`config.mk`:
```
export PLATFORM = sky130hd
export DESIGN_NAME = drtt_ctrl
export DESIGN_NICKNAME = d
export VERILOG_FILES = /design/src/rtl/core/drtt_pkg.sv /design/src/rtl/core/drtt_ctrl.sv
export SDC_FILE = /design/constraint.sdc
export NUM_CORES = 1
export LEC_CHECK = 0
export BUFFER_PORTS_ARGS = -buffer_cell sky130_fd_sc_hd__buf_2
export CAP_MARGIN = 20
export CORE_AREA = 5 5 42 44
export CTS_CLUSTER_DIAMETER = 80
export DETAILED_ROUTE_END_ITERATION = 8
export DIE_AREA = 0 0 47 49
export HOLD_SLACK_MARGIN = 0.08
export PLACE_DENSITY = 0.38
export SYNTH_ARGS = -nofsm -noshare
export SYNTH_HDL_FRONTEND = slang
export SYNTH_SLANG_ARGS = --single-unit
```
`constraint.sdc`:
```
create_clock -name clk -period 0.8 [get_ports clk]
set_input_delay 0.04 -clock clk [delete_from_list [all_inputs] [get_ports clk]]
set_output_delay 0.04 -clock clk [all_outputs]
set_load 0.01 [all_outputs]
```
`src/rtl/core/drtt_pkg.sv`:
```
`timescale 1ns / 1ps

package drtt_pkg;

  // Field widths fixed by the transaction format.
  localparam int unsigned FieldAddrW = 48;
  localparam int unsigned LenW       = 32;
  localparam int unsigned SlotIdxW   = 6;

  // Command codes carried by an input transaction.
  typedef enum logic [1:0] {
    CMD_RECORD  = 2'd0,
    CMD_RELEASE = 2'd1,
    CMD_V2P     = 2'd2,
    CMD_P2V     = 2'd3
  } drtt_cmd_t;

  // Status codes carried by a result transaction.
  typedef enum logic [1:0] {
    STS_OK   = 2'd0,
    STS_FULL = 2'd1,
    STS_MISS = 2'd2
  } drtt_status_t;

  // Input transaction payload.
  typedef struct packed {
    drtt_cmd_t             command;
    logic [FieldAddrW-1:0] virt_addr;
    logic [FieldAddrW-1:0] phys_addr;
    logic [LenW-1:0]       length;
  } drtt_in_t;

  // Result transaction payload.
  typedef struct packed {
    drtt_status_t          status;
    logic [FieldAddrW-1:0] result_addr;
    logic [SlotIdxW-1:0]   slot_index;
  } drtt_out_t;

  // Controller states.
  typedef enum logic [1:0] {
    S_IDLE,
    S_ALLOC,
    S_SCAN,
    S_FINISH
  } drtt_state_t;

  // Commands from the controller to the datapath.
  typedef struct packed {
    logic load;
    logic alloc;
    logic scan;
    logic finish;
  } drtt_ctrl_t;

  // Status from the datapath to the controller.
  typedef struct packed {
    logic rec_req;
    logic hit;
    logic miss;
  } drtt_stat_t;

endpackage

```
`src/rtl/core/drtt_ctrl.sv`:
```
`timescale 1ns / 1ps

module drtt_ctrl (
  input  logic               clk,
  input  logic               rst_n,
  input  logic               start,
  input  drtt_pkg::drtt_stat_t stat,
  output logic               busy,
  output drtt_pkg::drtt_ctrl_t ctrl
);

  drtt_pkg::drtt_state_t state_r;
  drtt_pkg::drtt_state_t state_nxt;

  // State register.
  always_ff @(posedge clk) begin
    if (!rst_n) begin
      state_r <= drtt_pkg::S_IDLE;
    end else begin
      state_r <= state_nxt;
    end
  end

  // Next state: a record goes straight to allocation, everything else scans.
  always_comb begin
    state_nxt = state_r;
    case (state_r)
      drtt_pkg::S_IDLE: begin
        if (start) begin
          state_nxt = stat.rec_req ? drtt_pkg::S_ALLOC : drtt_pkg::S_SCAN;
        end
      end
      drtt_pkg::S_ALLOC: begin
        state_nxt = drtt_pkg::S_IDLE;
      end
      drtt_pkg::S_SCAN: begin
        if (stat.hit || stat.miss) begin
          state_nxt = drtt_pkg::S_FINISH;
        end
      end
      drtt_pkg::S_FINISH: begin
        state_nxt = drtt_pkg::S_IDLE;
      end
      default: begin
        state_nxt = drtt_pkg::S_IDLE;
      end
    endcase
  end

  // Outputs decoded from the current state.
  always_comb begin
    busy        = 1'b1;
    ctrl.load   = 1'b0;
    ctrl.alloc  = 1'b0;
    ctrl.scan   = 1'b0;
    ctrl.finish = 1'b0;
    case (state_r)
      drtt_pkg::S_IDLE: begin
        busy      = 1'b0;
        ctrl.load = start;
      end
      drtt_pkg::S_ALLOC: begin
        ctrl.alloc = 1'b1;
      end
      drtt_pkg::S_SCAN: begin
        ctrl.scan = 1'b1;
      end
      drtt_pkg::S_FINISH: begin
        ctrl.finish = 1'b1;
      end
      default: begin
        busy = 1'b1;
      end
    endcase
  end

endmodule

```
Word-level counts from Yosys, hierarchy flattened
Cells that the tools add are included.

cells by class
  equal/unequal tests = 5
  muxes and demuxes = 9
  reductions and logical operators = 4

operators by type and width
  operator                                                          number
  2-bit 2-to-1 mux                                                  3
  2-bit case mux with 3 select lines                                1
  1-bit 2-to-1 mux                                                  5
  2-bit == test (second input constant)                             2
  2-bit != test (second input constant)                             2
  2-bit by 1-bit == test with 1-bit output (second input constant)  1
  2-bit zero test                                                   1
  2-bit AND reduction                                               1
  2-bit OR reduction                                                1
  1-bit logical OR                                                  1

word-level totals
  input port bits = 6
  output and inout port bits = 5
  word-level logic and storage cells = 19
  flip-flop bits (word level) = 2

Depth between registers and ports, before layout
  word-level depth = 3
  mapped depth = 2
  depth with buffers taken out = 2

Worst setup path after synthesis
No wires, ideal clock.

  path kind = register to output
  start = reg state_r[1]
  end = out ctrl[3] (netlist bit)
  data arrival time = 0.703 ns
  path buffers = 0
  data required time = 0.760 ns
  slack = 0.057 ns
  cell stages (with the launch flop) = 3
  cell sequence = dfxtp_1 -> or2_4 -> nor2_2

RTL lines
  what                      RTL line         text
  start: declaration        drtt_ctrl.sv:12  drtt_pkg::drtt_state_t state_r;
  start signal: assignment  drtt_ctrl.sv:18  state_r <= drtt_pkg::S_IDLE;
  start signal: assignment  drtt_ctrl.sv:20  state_r <= state_nxt;
  end: declaration          drtt_ctrl.sv:9   output drtt_pkg::drtt_ctrl_t ctrl

==> impl_metrics.toml <==
[sta]
slew_violations = 0
finalCritPeriodShare_pct = 126.7
max_freq_mhz = 986.4
fin_ws_ns = -0.2138
finalHoldViolCount = 0
skew_ns = 0.001989
finalSetupViolCount = 6
setup_tns_ns = -0.8360
maxSlewHeadroom_pct = 90.37
worst_pin_slew_ns = 0.1441
period_needed_ns = 1.014
rsz0062_at_grt = "yes"

[floorplanning]
core_area_um2 = 1401
pin_count = 11
initial_core_util_pct = 8.661
die_h_um = 49
fp-row-count = 14
dieArea_um2 = 2303
die_w_um = 47

[placed_design]
post-place-ws_ns = -0.02101
place.gp.congestion = 0.7232
io_buffers = 10
place_area_um2 = 206.4
dp_hpwl_um = 323.2

[worst_setup_path]
arrival_ns = 0.97
crit_chain = "or2_4 > nor2_2 > buf_2"
slowest_stage = "dfxtp_2"
slowest_delay_ns = 0.33
cp_data_required_time_ns = 0.76
cp-start-kind = "flop"
path_class = "reg2out"
end_kind = "primary output"
cp_max_fo = 5
setup.worst_path.start = "state_r[1]"
critPathTopFamily = "flip-flops"
regToRegStartpoint = "state_r[0]"
worst-path-buf-inv = 1

[finish]
n_antenna_cell = 0
seqCellArea_um2 = 42.54
design_area_um2 = 281.5
fill_cells = 166
syn2layout_area_growth_pct = 132.0
finalNetCount = 41
post-route-util_pct = 20.09
largest_reg_flops = 2
reg.largest.list = "state_r (2)"
drive_gt1_share_pct = 78.79
largest-register = "state_r"
multi_input_area_um2 = 92.59

[synthesis]
synthTopCellsByArea = "dfxtp_1 (33%), a211oi_2 (10%), nand2b_1 (10%)"
synth-edff-count = 0
synth_cell_types = 10
synth_top_area_share_pct = 32.99
synth_commonest_cells = "a21oi_1 (2), dfxtp_1 (2), inv_1 (2), nand2b_1 (2), nor2_1 (2)"
synthesis.area_um2 = 121.4
avgSynthCellArea_um2 = 8.091
yosysSeqAreaShare_pct = 32.99
async_flop_share_pct = 0
yosysWarnings = 0
syn-num-nets = 21
synth_cells = 15
synth.largest_area_cell = "dfxtp_1"
ys_ff_latch = 2
synth_ff_type = "dfxtp_1"

[routing]
wl_per_cell_um = 9.571
vias_per_cell = 3.367
num_vias = 165
dr.pass1.iters = 2
drt.antenna.violating_nets = 0
drc = 0
drt-initial-drc-count = 2
drt_wl_total_um = 469

[outcome]
violations = "setup timing"
outcome = "complete, but fails checks"

[cts]
cts_sinks = 2
cts_buffer_depth = 2
root_buffer = "clkbuf_4"
clk_latency_ns = 0.22
cts_htree_levels = 1
clk_pin_slew_worst_paths_ns = 0.03
cts_buffers = 3
cts_tree = "built"

[power_and_ir_drop]
clkPwrFrac_pct = 47.7
p_int_w = 0.0003479
ir_drop_v = 0.0002939
p_leak_nw = 0.1467
p_switching_w = 0.0001166
seq_power_share_pct = 25.3
powerDensity_nw_per_um2 = 1650
power_switching_share_pct = 25.11
pwr-share-comb_pct = 27.0

[global_routing]
grt_max_degree = 6
grt_overflow = 0
first_global_vias = 200
grt.total_usage_pct = 5.622
grt_pass1_wl_um = 786
antenna_found_initial = 0

[run]
maxCapViolCount = 0

[worst_hold_path]
hp-class = "in2reg"
min_from = "start"
==> cells by family (layout without fill, tap and decap cells) <==
group | after synthesis | count (layout) | synth area share, %
and+or+nand+nor | 8 | 8 | 42.28
AOI/OAI and AO/OA | 3 | 3 | 18.56
DFF | 2 | 2 | 32.99
buffers and inverters | 2 | 20 | 6.188
==> cell type report <==
cell class,count,share of cell area [%]
tap,16,7.111
timing repair buffer,15,34.22
clock buffer,3,8.000
multi-input combinational,11,32.89
sequential,2,15.11
inverter,2,2.667
==> through the flow <==
step                hold slack (ns)  instances  total power (W)
floorplan                    0.1693         15        0.0001653
global placement             0.3333         43        0.0002129
detailed placement           0.3296         43        0.0002135
CTS                         0.08182         49        0.0004749
global route                0.09169         49        0.0005049
finish                      0.09680         49        0.0004645
==> worst register-to-register path, cell delays in order (launching register included) <==
cell	delay (ns)
dfxtp_2	0.31
buf_4	0.13
nand2b_4	0.14
a211oi_2	0.13
==> timing repair <==
item                                    4_1_cts  5_1_grt
gates resized for setup                       4        2
endpoints found under the setup margin        6        7
pin swaps                                     0        1
setup buffers                                 1        0
hold buffers                                  2        0
endpoints found under the hold margin         2        0
==> path summary, 6_finish.rpt <==
path         depth (start not counted)          to  slack, ns
max                                  3     ctrl[3]      -0.21
min                                  3  state_r[1]        0.1
max reg2reg                          3  state_r[0]      -0.01
min reg2reg                          2  state_r[0]       0.56
==> layer usage <==
metal | up-vias | GRT usage (%) | part of all wire [%]
met4 | 0 | 6.912 | 3.2
met2 | 13 | 6.109 | 37
li1 | 83 | - | -
met1 | 67 | 6.114 | 40
met3 | 2 | 3.690 | 19
met5 | - | 0 | 0
==> power by group through the flow <==
stage / Combinational (W) / Sequential [W] / Clock [W]
floorplan: 0.0000493 / 0.000116 / 0
global placement: 0.0000946 / 0.000118 / 0
detailed placement: 0.0000953 / 0.000118 / 0
CTS: 0.000118 / 0.000118 / 0.000239
global route: 0.000140 / 0.000119 / 0.000246
finish: 0.000125 / 0.000117 / 0.000222
==> cells in the final DEF, fill, tap and decap left out <==
| cell | netlist | layout |
|---|---|---|
| nor2_1 | 2 | 2 |
| a21oi_1 | 2 | 1 |
| nor2_2 | 1 | 1 |
| nand2b_4 | 0 | 2 |
| buf_6 | 0 | 1 |
| or2_4 | 1 | 1 |
| and2b_2 | 1 | 1 |
| dfxtp_2 | 0 | 2 |
| buf_2 | 0 | 10 |
| buf_4 | 0 | 2 |
| inv_1 | 2 | 2 |
| a211oi_2 | 1 | 1 |
| clkbuf_4 | 0 | 3 |
| a21oi_2 | 0 | 1 |
| dlygate4sd3_1 | 0 | 2 |
| and2_2 | 1 | 1 |
(Power assumes the default switching activity.)
